File: src/rtl/slpl_pkg.sv
// ----------------------------------------------------------------------------
// slpl_pkg
// Shared constants, register codes and types for the stereo peak limiter.
// ----------------------------------------------------------------------------
package slpl_pkg;

   localparam int SAMPLE_WIDTH_DEF = 24;
   localparam int CEIL_W           = 23;
   localparam int COEF_W           = 16;
   localparam int GAIN_W           = 17;
   localparam int GAIN_FRAC        = 16;
   localparam int QUEUE_DEPTH      = 2;
   localparam int CSR_IDX_W        = 2;
   localparam int CSR_DATA_W       = 23;

   localparam logic [GAIN_W-1:0] GAIN_ONE = 17'h10000;
   localparam logic [CEIL_W-1:0] CEIL_RST = 23'd1048576;
   localparam logic [COEF_W-1:0] COEF_RST = 16'd66;

   typedef enum logic [CSR_IDX_W-1:0] {
      CSR_CEILING = 2'd0,
      CSR_RELEASE = 2'd1,
      CSR_LINKED  = 2'd2
   } csr_index_type;

   typedef struct packed {
      logic [CEIL_W-1:0] ceiling;
      logic [COEF_W-1:0] release_coef;
      logic              stereo_linked;
   } cfg_type;

endpackage

File: src/rtl/slpl_fifo.sv
// ----------------------------------------------------------------------------
// slpl_fifo
// Short register queue between the classifier and the gain engine.
// ----------------------------------------------------------------------------
module slpl_fifo #(
   parameter int WIDTH = 8,
   parameter int DEPTH = slpl_pkg::QUEUE_DEPTH
) (
   input  logic             clock,
   input  logic             reset,
   input  logic             push,
   input  logic [WIDTH-1:0] push_data,
   output logic             full,
   input  logic             pop,
   output logic             pop_valid,
   output logic [WIDTH-1:0] pop_data
);

   localparam int PTR_W = (DEPTH > 1) ? $clog2(DEPTH) : 1;
   localparam int CNT_W = $clog2(DEPTH + 1);

   logic [WIDTH-1:0] mem_ff [DEPTH];
   logic [PTR_W-1:0] wr_ptr_ff, wr_ptr_in;
   logic [PTR_W-1:0] rd_ptr_ff, rd_ptr_in;
   logic [CNT_W-1:0] count_ff, count_in;
   logic             do_push, do_pop;

   assign full      = (count_ff == CNT_W'(DEPTH));
   assign pop_valid = (count_ff != '0);
   assign pop_data  = mem_ff[rd_ptr_ff];
   assign do_push   = push && !full;
   assign do_pop    = pop && pop_valid;

   always_comb begin
      wr_ptr_in = wr_ptr_ff;
      rd_ptr_in = rd_ptr_ff;
      count_in  = count_ff;
      if (do_push) begin
         wr_ptr_in = (wr_ptr_ff == PTR_W'(DEPTH - 1)) ? '0 : wr_ptr_ff + 1'b1;
      end
      if (do_pop) begin
         rd_ptr_in = (rd_ptr_ff == PTR_W'(DEPTH - 1)) ? '0 : rd_ptr_ff + 1'b1;
      end
      if (do_push && !do_pop) begin
         count_in = count_ff + 1'b1;
      end else if (do_pop && !do_push) begin
         count_in = count_ff - 1'b1;
      end
   end

   always_ff @(posedge clock) begin
      if (reset) begin
         wr_ptr_ff <= '0;
         rd_ptr_ff <= '0;
         count_ff  <= '0;
      end else begin
         wr_ptr_ff <= wr_ptr_in;
         rd_ptr_ff <= rd_ptr_in;
         count_ff  <= count_in;
      end
   end

   always_ff @(posedge clock) begin
      if (do_push) begin
         mem_ff[wr_ptr_ff] <= push_data;
      end
   end

   a_count_bound: assert property (@(posedge clock) disable iff (reset)
      count_ff <= CNT_W'(DEPTH))
      else $error("queue count above depth");

   a_no_overflow: assert property (@(posedge clock) disable iff (reset)
      push |-> !full)
      else $error("push into full queue");

endmodule

File: src/rtl/slpl_front.sv
// ----------------------------------------------------------------------------
// slpl_front
// Takes sample pairs, finds the peak and flags it against the ceiling.
// ----------------------------------------------------------------------------
module slpl_front #(
   parameter int SAMPLE_WIDTH = slpl_pkg::SAMPLE_WIDTH_DEF
) (
   input  logic                        req_valid,
   output logic                        req_stall,
   input  logic [SAMPLE_WIDTH-1:0]     req_in_left,
   input  logic [SAMPLE_WIDTH-1:0]     req_in_right,
   input  slpl_pkg::cfg_type           cfg,
   input  logic                        queue_full,
   output logic                        push,
   output logic [3*SAMPLE_WIDTH:0]     push_data
);

   localparam int SW    = SAMPLE_WIDTH;
   localparam int MAG_W = (SW > slpl_pkg::CEIL_W) ? SW : slpl_pkg::CEIL_W;

   logic [SW-1:0]    mag_left, mag_right, peak;
   logic [MAG_W-1:0] peak_ext, ceil_ext;
   logic             over;

   // most negative sample maps to 2^(SW-1), which still fits unsigned
   assign mag_left  = req_in_left[SW-1]  ? (~req_in_left + 1'b1)  : req_in_left;
   assign mag_right = req_in_right[SW-1] ? (~req_in_right + 1'b1) : req_in_right;

   assign peak = (cfg.stereo_linked && (mag_right > mag_left)) ? mag_right : mag_left;

   assign peak_ext = MAG_W'(peak);
   assign ceil_ext = MAG_W'(cfg.ceiling);
   assign over     = peak_ext > ceil_ext;

   assign req_stall = queue_full;
   assign push      = req_valid && !queue_full;
   assign push_data = {over, peak, req_in_right, req_in_left};

endmodule

File: src/rtl/slpl_back.sv
// ----------------------------------------------------------------------------
// slpl_back
// Gain engine: serial divide for the target, attack/release update,
// shared multiplier for release and both channel products, output register.
// ----------------------------------------------------------------------------
module slpl_back #(
   parameter int SAMPLE_WIDTH = slpl_pkg::SAMPLE_WIDTH_DEF
) (
   input  logic                    clock,
   input  logic                    reset,
   input  slpl_pkg::cfg_type       cfg,
   input  logic                    pop_valid,
   input  logic [3*SAMPLE_WIDTH:0] pop_data,
   output logic                    pop,
   output logic                    rsp_valid,
   input  logic                    rsp_stall,
   output logic [SAMPLE_WIDTH-1:0] rsp_out_left,
   output logic [SAMPLE_WIDTH-1:0] rsp_out_right
);

   localparam int SW     = SAMPLE_WIDTH;
   localparam int GW     = slpl_pkg::GAIN_W;
   localparam int CW     = slpl_pkg::COEF_W;
   localparam int FRAC   = slpl_pkg::GAIN_FRAC;
   localparam int MAG_W  = (SW > slpl_pkg::CEIL_W) ? SW : slpl_pkg::CEIL_W;
   localparam int REM_W  = MAG_W + 1;
   localparam int MA     = SW + 2;
   localparam int MB     = GW + 1;
   localparam int PW     = MA + MB;
   localparam int QW     = PW - FRAC;
   localparam int CNT_W  = $clog2(FRAC);
   localparam int RP_W   = GW + CW;

   typedef enum logic [3:0] {
      ST_IDLE,
      ST_DIV,
      ST_REL,
      ST_ADD,
      ST_MUL_L,
      ST_SAT_L,
      ST_MUL_R,
      ST_SAT_R,
      ST_OUT
   } state_type;

   state_type        state_ff, state_in;
   logic [GW-1:0]    gain_ff, gain_in;
   logic [GW-1:0]    target_ff, target_in;
   logic [REM_W-1:0] rem_ff, rem_in;
   logic [CNT_W-1:0] cnt_ff, cnt_in;
   logic [SW-1:0]    left_ff, left_in;
   logic [SW-1:0]    right_ff, right_in;
   logic [SW-1:0]    peak_ff, peak_in;
   logic [SW-1:0]    res_l_ff, res_l_in;
   logic [SW-1:0]    res_r_ff, res_r_in;
   logic signed [PW-1:0] prod_ff, prod_in;
   logic             rsp_valid_ff, rsp_valid_in;
   logic [SW-1:0]    rsp_left_ff, rsp_left_in;
   logic [SW-1:0]    rsp_right_ff, rsp_right_in;

   logic [REM_W-1:0] rem_shift, peak_ext, rem_sub;
   logic             rem_ge;
   logic [GW-1:0]    diff;
   logic signed [MA-1:0] mul_a;
   logic signed [MB-1:0] mul_b;
   logic [RP_W+1:0]  rel_sum;
   logic [GW:0]      step;
   logic [GW+1:0]    gain_sum;
   logic [GW-1:0]    gain_rel;
   logic signed [PW-1:0] rnd;
   logic [SW-1:0]    sat_val;
   logic             out_free;

   function automatic logic [SW-1:0] sat_sample(input logic [QW-1:0] q);
      logic [QW-SW:0] top;
      logic [SW-1:0]  r;
      top = q[QW-1:SW-1];
      if ((&top) || !(|top)) begin
         r = q[SW-1:0];
      end else if (q[QW-1]) begin
         r = {1'b1, {(SW-1){1'b0}}};
      end else begin
         r = {1'b0, {(SW-1){1'b1}}};
      end
      return r;
   endfunction

   // restoring divide: dividend low bits are all zero, remainder stays below peak
   assign rem_shift = {rem_ff[REM_W-2:0], 1'b0};
   assign peak_ext  = REM_W'(peak_ff);
   assign rem_ge    = rem_shift >= peak_ext;
   assign rem_sub   = rem_shift - peak_ext;

   assign diff     = target_ff - gain_ff;
   assign rel_sum  = (RP_W+2)'(prod_ff[RP_W-1:0]) + (RP_W+2)'(32768);
   assign step     = rel_sum[GW+FRAC:FRAC];
   assign gain_sum = (GW+2)'(gain_ff) + (GW+2)'(step);
   assign gain_rel = (gain_sum > (GW+2)'(slpl_pkg::GAIN_ONE)) ?
                     slpl_pkg::GAIN_ONE : gain_sum[GW-1:0];

   // round half up, then arithmetic shift is the floor
   assign rnd     = prod_ff + $signed({{(PW-FRAC){1'b0}}, 16'h8000});
   assign sat_val = sat_sample(rnd[PW-1:FRAC]);

   assign out_free  = !rsp_valid_ff || !rsp_stall;
   assign pop       = (state_ff == ST_IDLE);
   assign rsp_valid = rsp_valid_ff;
   assign rsp_out_left  = rsp_left_ff;
   assign rsp_out_right = rsp_right_ff;

   always_comb begin
      case (state_ff)
         ST_REL: begin
            mul_a = $signed({{(MA-GW){1'b0}}, diff});
            mul_b = $signed({{(MB-CW){1'b0}}, cfg.release_coef});
         end
         ST_MUL_L: begin
            mul_a = $signed({{2{left_ff[SW-1]}}, left_ff});
            mul_b = $signed({1'b0, gain_ff});
         end
         ST_MUL_R: begin
            mul_a = $signed({{2{right_ff[SW-1]}}, right_ff});
            mul_b = $signed({1'b0, gain_ff});
         end
         default: begin
            mul_a = '0;
            mul_b = '0;
         end
      endcase
   end

   always_comb begin
      state_in     = state_ff;
      gain_in      = gain_ff;
      target_in    = target_ff;
      rem_in       = rem_ff;
      cnt_in       = cnt_ff;
      left_in      = left_ff;
      right_in     = right_ff;
      peak_in      = peak_ff;
      res_l_in     = res_l_ff;
      res_r_in     = res_r_ff;
      prod_in      = mul_a * mul_b;
      rsp_valid_in = rsp_valid_ff;
      rsp_left_in  = rsp_left_ff;
      rsp_right_in = rsp_right_ff;

      if (rsp_valid_ff && !rsp_stall) begin
         rsp_valid_in = 1'b0;
      end

      case (state_ff)
         ST_IDLE: begin
            if (pop_valid) begin
               left_in  = pop_data[SW-1:0];
               right_in = pop_data[2*SW-1:SW];
               peak_in  = pop_data[3*SW-1:2*SW];
               rem_in   = REM_W'(cfg.ceiling);
               cnt_in   = '0;
               if (pop_data[3*SW]) begin
                  target_in = '0;
                  state_in  = ST_DIV;
               end else begin
                  target_in = slpl_pkg::GAIN_ONE;
                  state_in  = ST_REL;
               end
            end
         end
         ST_DIV: begin
            rem_in    = rem_ge ? rem_sub : rem_shift;
            target_in = {target_ff[GW-2:0], rem_ge};
            cnt_in    = cnt_ff + 1'b1;
            if (cnt_ff == CNT_W'(FRAC - 1)) begin
               state_in = ST_REL;
            end
         end
         ST_REL: begin
            // attack snaps down; otherwise the release product is in flight
            if (target_ff < gain_ff) begin
               gain_in  = target_ff;
               state_in = ST_MUL_L;
            end else begin
               state_in = ST_ADD;
            end
         end
         ST_ADD: begin
            gain_in  = gain_rel;
            state_in = ST_MUL_L;
         end
         ST_MUL_L: begin
            state_in = ST_SAT_L;
         end
         ST_SAT_L: begin
            res_l_in = sat_val;
            if (cfg.stereo_linked) begin
               state_in = ST_MUL_R;
            end else begin
               res_r_in = '0;
               state_in = ST_OUT;
            end
         end
         ST_MUL_R: begin
            state_in = ST_SAT_R;
         end
         ST_SAT_R: begin
            res_r_in = sat_val;
            state_in = ST_OUT;
         end
         ST_OUT: begin
            if (out_free) begin
               rsp_valid_in = 1'b1;
               rsp_left_in  = res_l_ff;
               rsp_right_in = res_r_ff;
               state_in     = ST_IDLE;
            end
         end
         default: begin
            state_in = ST_IDLE;
         end
      endcase
   end

   always_ff @(posedge clock) begin
      if (reset) begin
         state_ff     <= ST_IDLE;
         gain_ff      <= slpl_pkg::GAIN_ONE;
         rsp_valid_ff <= 1'b0;
      end else begin
         state_ff     <= state_in;
         gain_ff      <= gain_in;
         rsp_valid_ff <= rsp_valid_in;
      end
      target_ff    <= target_in;
      rem_ff       <= rem_in;
      cnt_ff       <= cnt_in;
      left_ff      <= left_in;
      right_ff     <= right_in;
      peak_ff      <= peak_in;
      res_l_ff     <= res_l_in;
      res_r_ff     <= res_r_in;
      prod_ff      <= prod_in;
      rsp_left_ff  <= rsp_left_in;
      rsp_right_ff <= rsp_right_in;
   end

   a_gain_range: assert property (@(posedge clock) disable iff (reset)
      gain_ff <= slpl_pkg::GAIN_ONE)
      else $error("gain above unity");

   a_div_rem: assert property (@(posedge clock) disable iff (reset)
      (state_ff == ST_DIV) |-> (rem_ff < peak_ext))
      else $error("divider remainder not below divisor");

   a_mono_right: assert property (@(posedge clock) disable iff (reset)
      (rsp_valid_ff && !cfg.stereo_linked) |-> (rsp_right_ff == '0))
      else $error("right output nonzero in mono mode");

endmodule

File: src/rtl/stereo_linked_peak_limiter.sv
// ----------------------------------------------------------------------------
// stereo_linked_peak_limiter
// Stereo-linked peak limiter, instant attack and one-pole release.
//
//   channel   handshake               payload
//   req       req_valid / req_stall   req_in_left, req_in_right
//   rsp       rsp_valid / rsp_stall   rsp_out_left, rsp_out_right
//   csr       csr_valid / csr_ready   csr_index, csr_data
//
// Over the ceiling an item first runs the bit-serial divide for ceiling/peak
// in the gain engine; in mono mode the right channel product is skipped.
// Release and both channel products share one multiplier, and a two-entry
// queue lets new pairs in meanwhile. Reset restores the register defaults
// and unity gain. A stalled result holds in the output register; the engine
// waits only when it is full.
// ----------------------------------------------------------------------------
module stereo_linked_peak_limiter #(
   parameter int SAMPLE_WIDTH = slpl_pkg::SAMPLE_WIDTH_DEF
) (
   input  logic                              clock,
   input  logic                              reset,
   input  logic                              req_valid,
   output logic                              req_stall,
   input  logic [SAMPLE_WIDTH-1:0]           req_in_left,
   input  logic [SAMPLE_WIDTH-1:0]           req_in_right,
   output logic                              rsp_valid,
   input  logic                              rsp_stall,
   output logic [SAMPLE_WIDTH-1:0]           rsp_out_left,
   output logic [SAMPLE_WIDTH-1:0]           rsp_out_right,
   input  logic                              csr_valid,
   output logic                              csr_ready,
   input  logic [slpl_pkg::CSR_IDX_W-1:0]    csr_index,
   input  logic [slpl_pkg::CSR_DATA_W-1:0]   csr_data
);

   localparam int SW  = SAMPLE_WIDTH;
   localparam int QDW = 3 * SW + 1;

   slpl_pkg::cfg_type cfg_ff, cfg_in;

   logic           queue_full, push, pop, pop_valid;
   logic [QDW-1:0] push_data, pop_data;

   assign csr_ready = 1'b1;

   always_comb begin
      cfg_in = cfg_ff;
      if (csr_valid && csr_ready) begin
         case (csr_index)
            slpl_pkg::CSR_CEILING: cfg_in.ceiling      = csr_data[slpl_pkg::CEIL_W-1:0];
            slpl_pkg::CSR_RELEASE: cfg_in.release_coef = csr_data[slpl_pkg::COEF_W-1:0];
            slpl_pkg::CSR_LINKED:  cfg_in.stereo_linked = csr_data[0];
            default: cfg_in = cfg_ff;
         endcase
      end
   end

   always_ff @(posedge clock) begin
      if (reset) begin
         cfg_ff.ceiling       <= slpl_pkg::CEIL_RST;
         cfg_ff.release_coef  <= slpl_pkg::COEF_RST;
         cfg_ff.stereo_linked <= 1'b1;
      end else begin
         cfg_ff <= cfg_in;
      end
   end

   slpl_front #(.SAMPLE_WIDTH(SW)) u_front (
      .req_valid    (req_valid),
      .req_stall    (req_stall),
      .req_in_left  (req_in_left),
      .req_in_right (req_in_right),
      .cfg          (cfg_ff),
      .queue_full   (queue_full),
      .push         (push),
      .push_data    (push_data)
   );

   slpl_fifo #(.WIDTH(QDW), .DEPTH(slpl_pkg::QUEUE_DEPTH)) u_queue (
      .clock     (clock),
      .reset     (reset),
      .push      (push),
      .push_data (push_data),
      .full      (queue_full),
      .pop       (pop),
      .pop_valid (pop_valid),
      .pop_data  (pop_data)
   );

   slpl_back #(.SAMPLE_WIDTH(SW)) u_back (
      .clock         (clock),
      .reset         (reset),
      .cfg           (cfg_ff),
      .pop_valid     (pop_valid),
      .pop_data      (pop_data),
      .pop           (pop),
      .rsp_valid     (rsp_valid),
      .rsp_stall     (rsp_stall),
      .rsp_out_left  (rsp_out_left),
      .rsp_out_right (rsp_out_right)
   );

endmodule

File: config.mk
export PLATFORM = sky130hd
export DESIGN_NAME = stereo_linked_peak_limiter
export DESIGN_NICKNAME = d
export VERILOG_FILES = /design/src/rtl/slpl_pkg.sv /design/src/rtl/slpl_fifo.sv /design/src/rtl/slpl_front.sv /design/src/rtl/slpl_back.sv /design/src/rtl/stereo_linked_peak_limiter.sv
export SDC_FILE = /design/constraint.sdc
export NUM_CORES = 2
export LEC_CHECK = 0
export BUFFER_PORTS_ARGS = -buffer_cell sky130_fd_sc_hd__buf_2
export CAP_MARGIN = 20
export CORE_UTILIZATION = 54
export DETAILED_ROUTE_END_ITERATION = 16
export PLACE_DENSITY = 0.72
export SYNTH_ARGS = -nofsm -noshare
export SYNTH_HDL_FRONTEND = slang
export SYNTH_HIERARCHICAL = 1
export SYNTH_SLANG_ARGS = --single-unit
File: constraint.sdc
create_clock -name clock -period 10.5 [get_ports clock]
set_clock_uncertainty 0.15 [all_clocks]
set_input_delay 1.575 -clock clock [delete_from_list [all_inputs] [get_ports clock]]
set_output_delay 1.575 -clock clock [all_outputs]
set_load 0.01 [all_outputs]
==> impl_results.md <==
* Outcome: completed
* Dominant synthesized flop cell: edfxtp_1
* PwrDens at approximately 200 nW/µm²
* Commonest cells in the netlist: inv_1 (593), fa_1 (409), edfxtp_1 (359)
* Total GRT Usage at 0.274
* Yosys reg bits at 455
* Die Ht at 264 µm
* Mapped Area at 37100 µm²
* Unrepaired setup endpoints after global routing: false
* Critical Path RT at about 11 ns
* HPWL Detailed at roughly 74000 µm
* I/O Pins at 129
* Die Wd at 264 µm
* I/O Buffers at roughly 130
* Antenna viol nets, final at 0
* Final Instance Count excl. Fillers at about 4500
* Largest Register: u_queue/mem_ff
* Largest net degree at the start of global routing at 81
* Cell depth of the worst min-delay path at 0
* Via density at 5.69
* Final setup violation count at 0
* Ys Warns at 6
* Core area at between 60000 and 70000 µm²
* Nets at between 4000 and 5000
* GR Util met3 at 0.0524
* Dpl cells at between 4000 and 5000
* Kind of critical path: flip-flop to flip-flop
* Slew margin rel. at 0.190
* Post-synth top area share at 0.290
* CP Buf/Inv Count at 4
* Initial core utilization at 0.549
* Max-cap violation count at 0
* Clk_lat worst skew at approximately 0.61 ns
* Full die area at about 70000 µm²
* Post-route cell area at ~40000 µm²
* Top cells by area, synth: edfxtp_1 (29%), fa_1 (22%), ha_1 (7.1%), inv_1 (6.0%), dfxtp_1 (5.2%)
* Ratio of final minimum period to clock period at 0.873
* Largest area contributor in the netlist: edfxtp_1
* Sequential area share after synthesis at 0.342
* Diodes inserted at 0
* Max frequency at around 110 MHz
* Leakage at 17.7 nW
* Core Rows at 95
* Syn nets at roughly 4200
* Post_cts resized at 0
* # clock sinks at 455
* Met1 Resource Use GR at 0.365
* # DRC at 0
* Total number of vias at between 20000 and 30000
* Peak per-stage delay on the critical path at 0.59 ns
* EDFF count, synth at around 360
* P&R area growth vs syn at 7.90%
* Average wire per standard cell at roughly 21 µm
* CP delay by family, top: adder cells
* Hold crit path type: flip-flop to flip-flop
* CTS tree: done
* GRT overflow at 0
* Most frequent CP cell: fa_1
* Setup TNS at 0 ns
* First-pass GRT wire length at about 150000 µm
* Clock transition at path regs at around 0.06 ns
* DR iter-0 viols at 2297
* Measured slew at the worst slew-check pin at around 1.2 ns
* Drt total wl at 94300 µm
* Clock buffer depth at 3
* DRT Pass-1 Iters at 6
* # Post-CTS Setup Buffers at 0
* Worst Path Arrival at 9.49 ns
* Grt peak-use layer: met2
* Post-CTS Hold Buffers at 0
* Filler cells at between 5000 and 6000
* Max reg flops at about 150
* Global placer's final weighted congestion at 0.983
* Worst Path Max Fanout at 7
* Clock root cell: clkbuf_16
* Final hold vios at 0
* CP startpoint kind: flip-flop
* Syn avg cell area at 10.5 µm²
* Final core utilization at 0.592
* Met2 usage in global routing at 0.440
* Slowest cell on the critical path: fa_1
* Number of buffers created by CTS at 49
* Most common cell in the netlist: inv_1
* Via count of the first global-routing pass at 25800
* Crit path capture type: flip-flop
* Final min period at 9.16 ns
* Placed Area at 38400 µm²
* DP Worst Slack at ~1.4 ns
* Initial antenna violation count at 2
* Worst Reg-to-Reg Cells at 32
* CTS HTree Levels at 2
* Number of cells on the critical path at 32
* Syn Inst Count at 3527
* Post-synth ARST share at 0
* Largest registers: u_queue/mem_ff: 146 flops, cfg_ff: 40 flops, u_back/prod_ff: 29 flops
* Worst VDD drop at 0.000154 V
* Share of layout cells above drive strength 1 at 0.108
* Post-route setup slack at 1.34 ns
* Final Slew Violations at 0
* Number of distinct library cells after synthesis at slightly above 90
## cells by family (layout without fill, tap and decap cells)
| logic type | Yosys count | count (layout) | synth area share |
|---|---|---|---|
| and+or+nand+nor | 889 | 889 | 0.112 |
| other | 1 | 1 | 0.000101 |
| muxes | 193 | 193 | 0.0548 |
| adders and majority gates | 620 | 620 | 0.292 |
| DFF | 455 | 455 | 0.342 |
| AOI/OAI and AO/OA | 470 | 470 | 0.0827 |
| buffers and inverters | 761 | 865 | 0.0843 |
| xor gates and xnor gates | 138 | 138 | 0.0326 |
## path summary, 6_finish.rpt
path / start / endpoint / slack, ns
max: u_back/target_ff[0] / u_back/prod_ff[43] / 1.34
max reg2reg: u_back/target_ff[0] / u_back/prod_ff[43] / 1.34
min reg2reg: u_back/res_l_ff[10] / u_back/rsp_out_left[10] / 0.27
min: u_back/res_l_ff[10] / u_back/rsp_out_left[10] / 0.27
## metrics by stage
stage | hold slack, ns | total power [W]
after floorplan | 0.250 | 0.00517
after CTS | 0.260 | 0.00793
final | 0.266 | 0.00796
after detailed placement | 0.255 | 0.00617
after global placement | 0.251 | 0.00612
after global routing | 0.266 | 0.00837
## cell usage in the layout (no fill, tap or decap), drive strengths merged, types with 7 or more instances in the layout
cell type,instances
nand3,34
ha,211
nor2b,24
and2,26
nand4,23
fa,409
a31oi,7
xnor2,64
or4,10
buf,180
a21o,47
nor2,258
a211oi,13
nor4,7
and3,28
mux2i,112
o21a,23
clkinv,16
dfxtp,96
o21ai,144
o31ai,30
nor3,26
or3,18
o22ai,11
nand2,330
clkbuf,58
inv,600
mux2,81
o22a,7
a22oi,22
or2,14
a21boi,9
a21oi,90
edfxtp,359
xor2,74
nand2b,72
## report_power, final
| group | leakage (nW) | internal (W) | switching [W] |
|---|---|---|---|
| Sequential | 4.11 | 0.00254 | 0.000240 |
| Combinational | 12.8 | 0.00126 | 0.00218 |
| Clock | 0.784 | 0.00101 | 0.000736 |
| Total | 17.7 | 0.00480 | 0.00316 |
## final cells by class
cell class / count / area (µm²) / share of cell area
multi-input combinational: 2311 / 21400 / 0.533
sequential: 455 / 12700 / 0.317
inverter: 594 / 2230 / 0.0557
clock buffer: 58 / 1280 / 0.0320
tap: 873 / 1090 / 0.0273
timing repair buffer: 180 / 1040 / 0.0259
clock inverter: 33 / 353 / 0.00881
## worst register-to-register path: cells and delay by family (launching register included)
family	cells	cell delay (ns)
adder cells (fa/ha/maj)	9	4.07
XOR/XNOR	2	0.38
AND/OR/NAND/NOR	7	1.27
buffers and inverters	4	0.22
flip-flops	1	0.36
AO/OA/AOI/OAI	10	2.57
## metal layers
| metal | vias to the layer above | routed length, µm | share of wire |
|---|---|---|---|
| met5 | - | 13 | 0.00014 |
| met3 | 248 | 7820 | 0.083 |
| li1 | 11700 | - | - |
| met1 | 12500 | 39200 | 0.42 |
| met4 | 2 | 4170 | 0.044 |
| met2 | 1194 | 43100 | 0.46 |
Power figures use the tool's default switching activity.
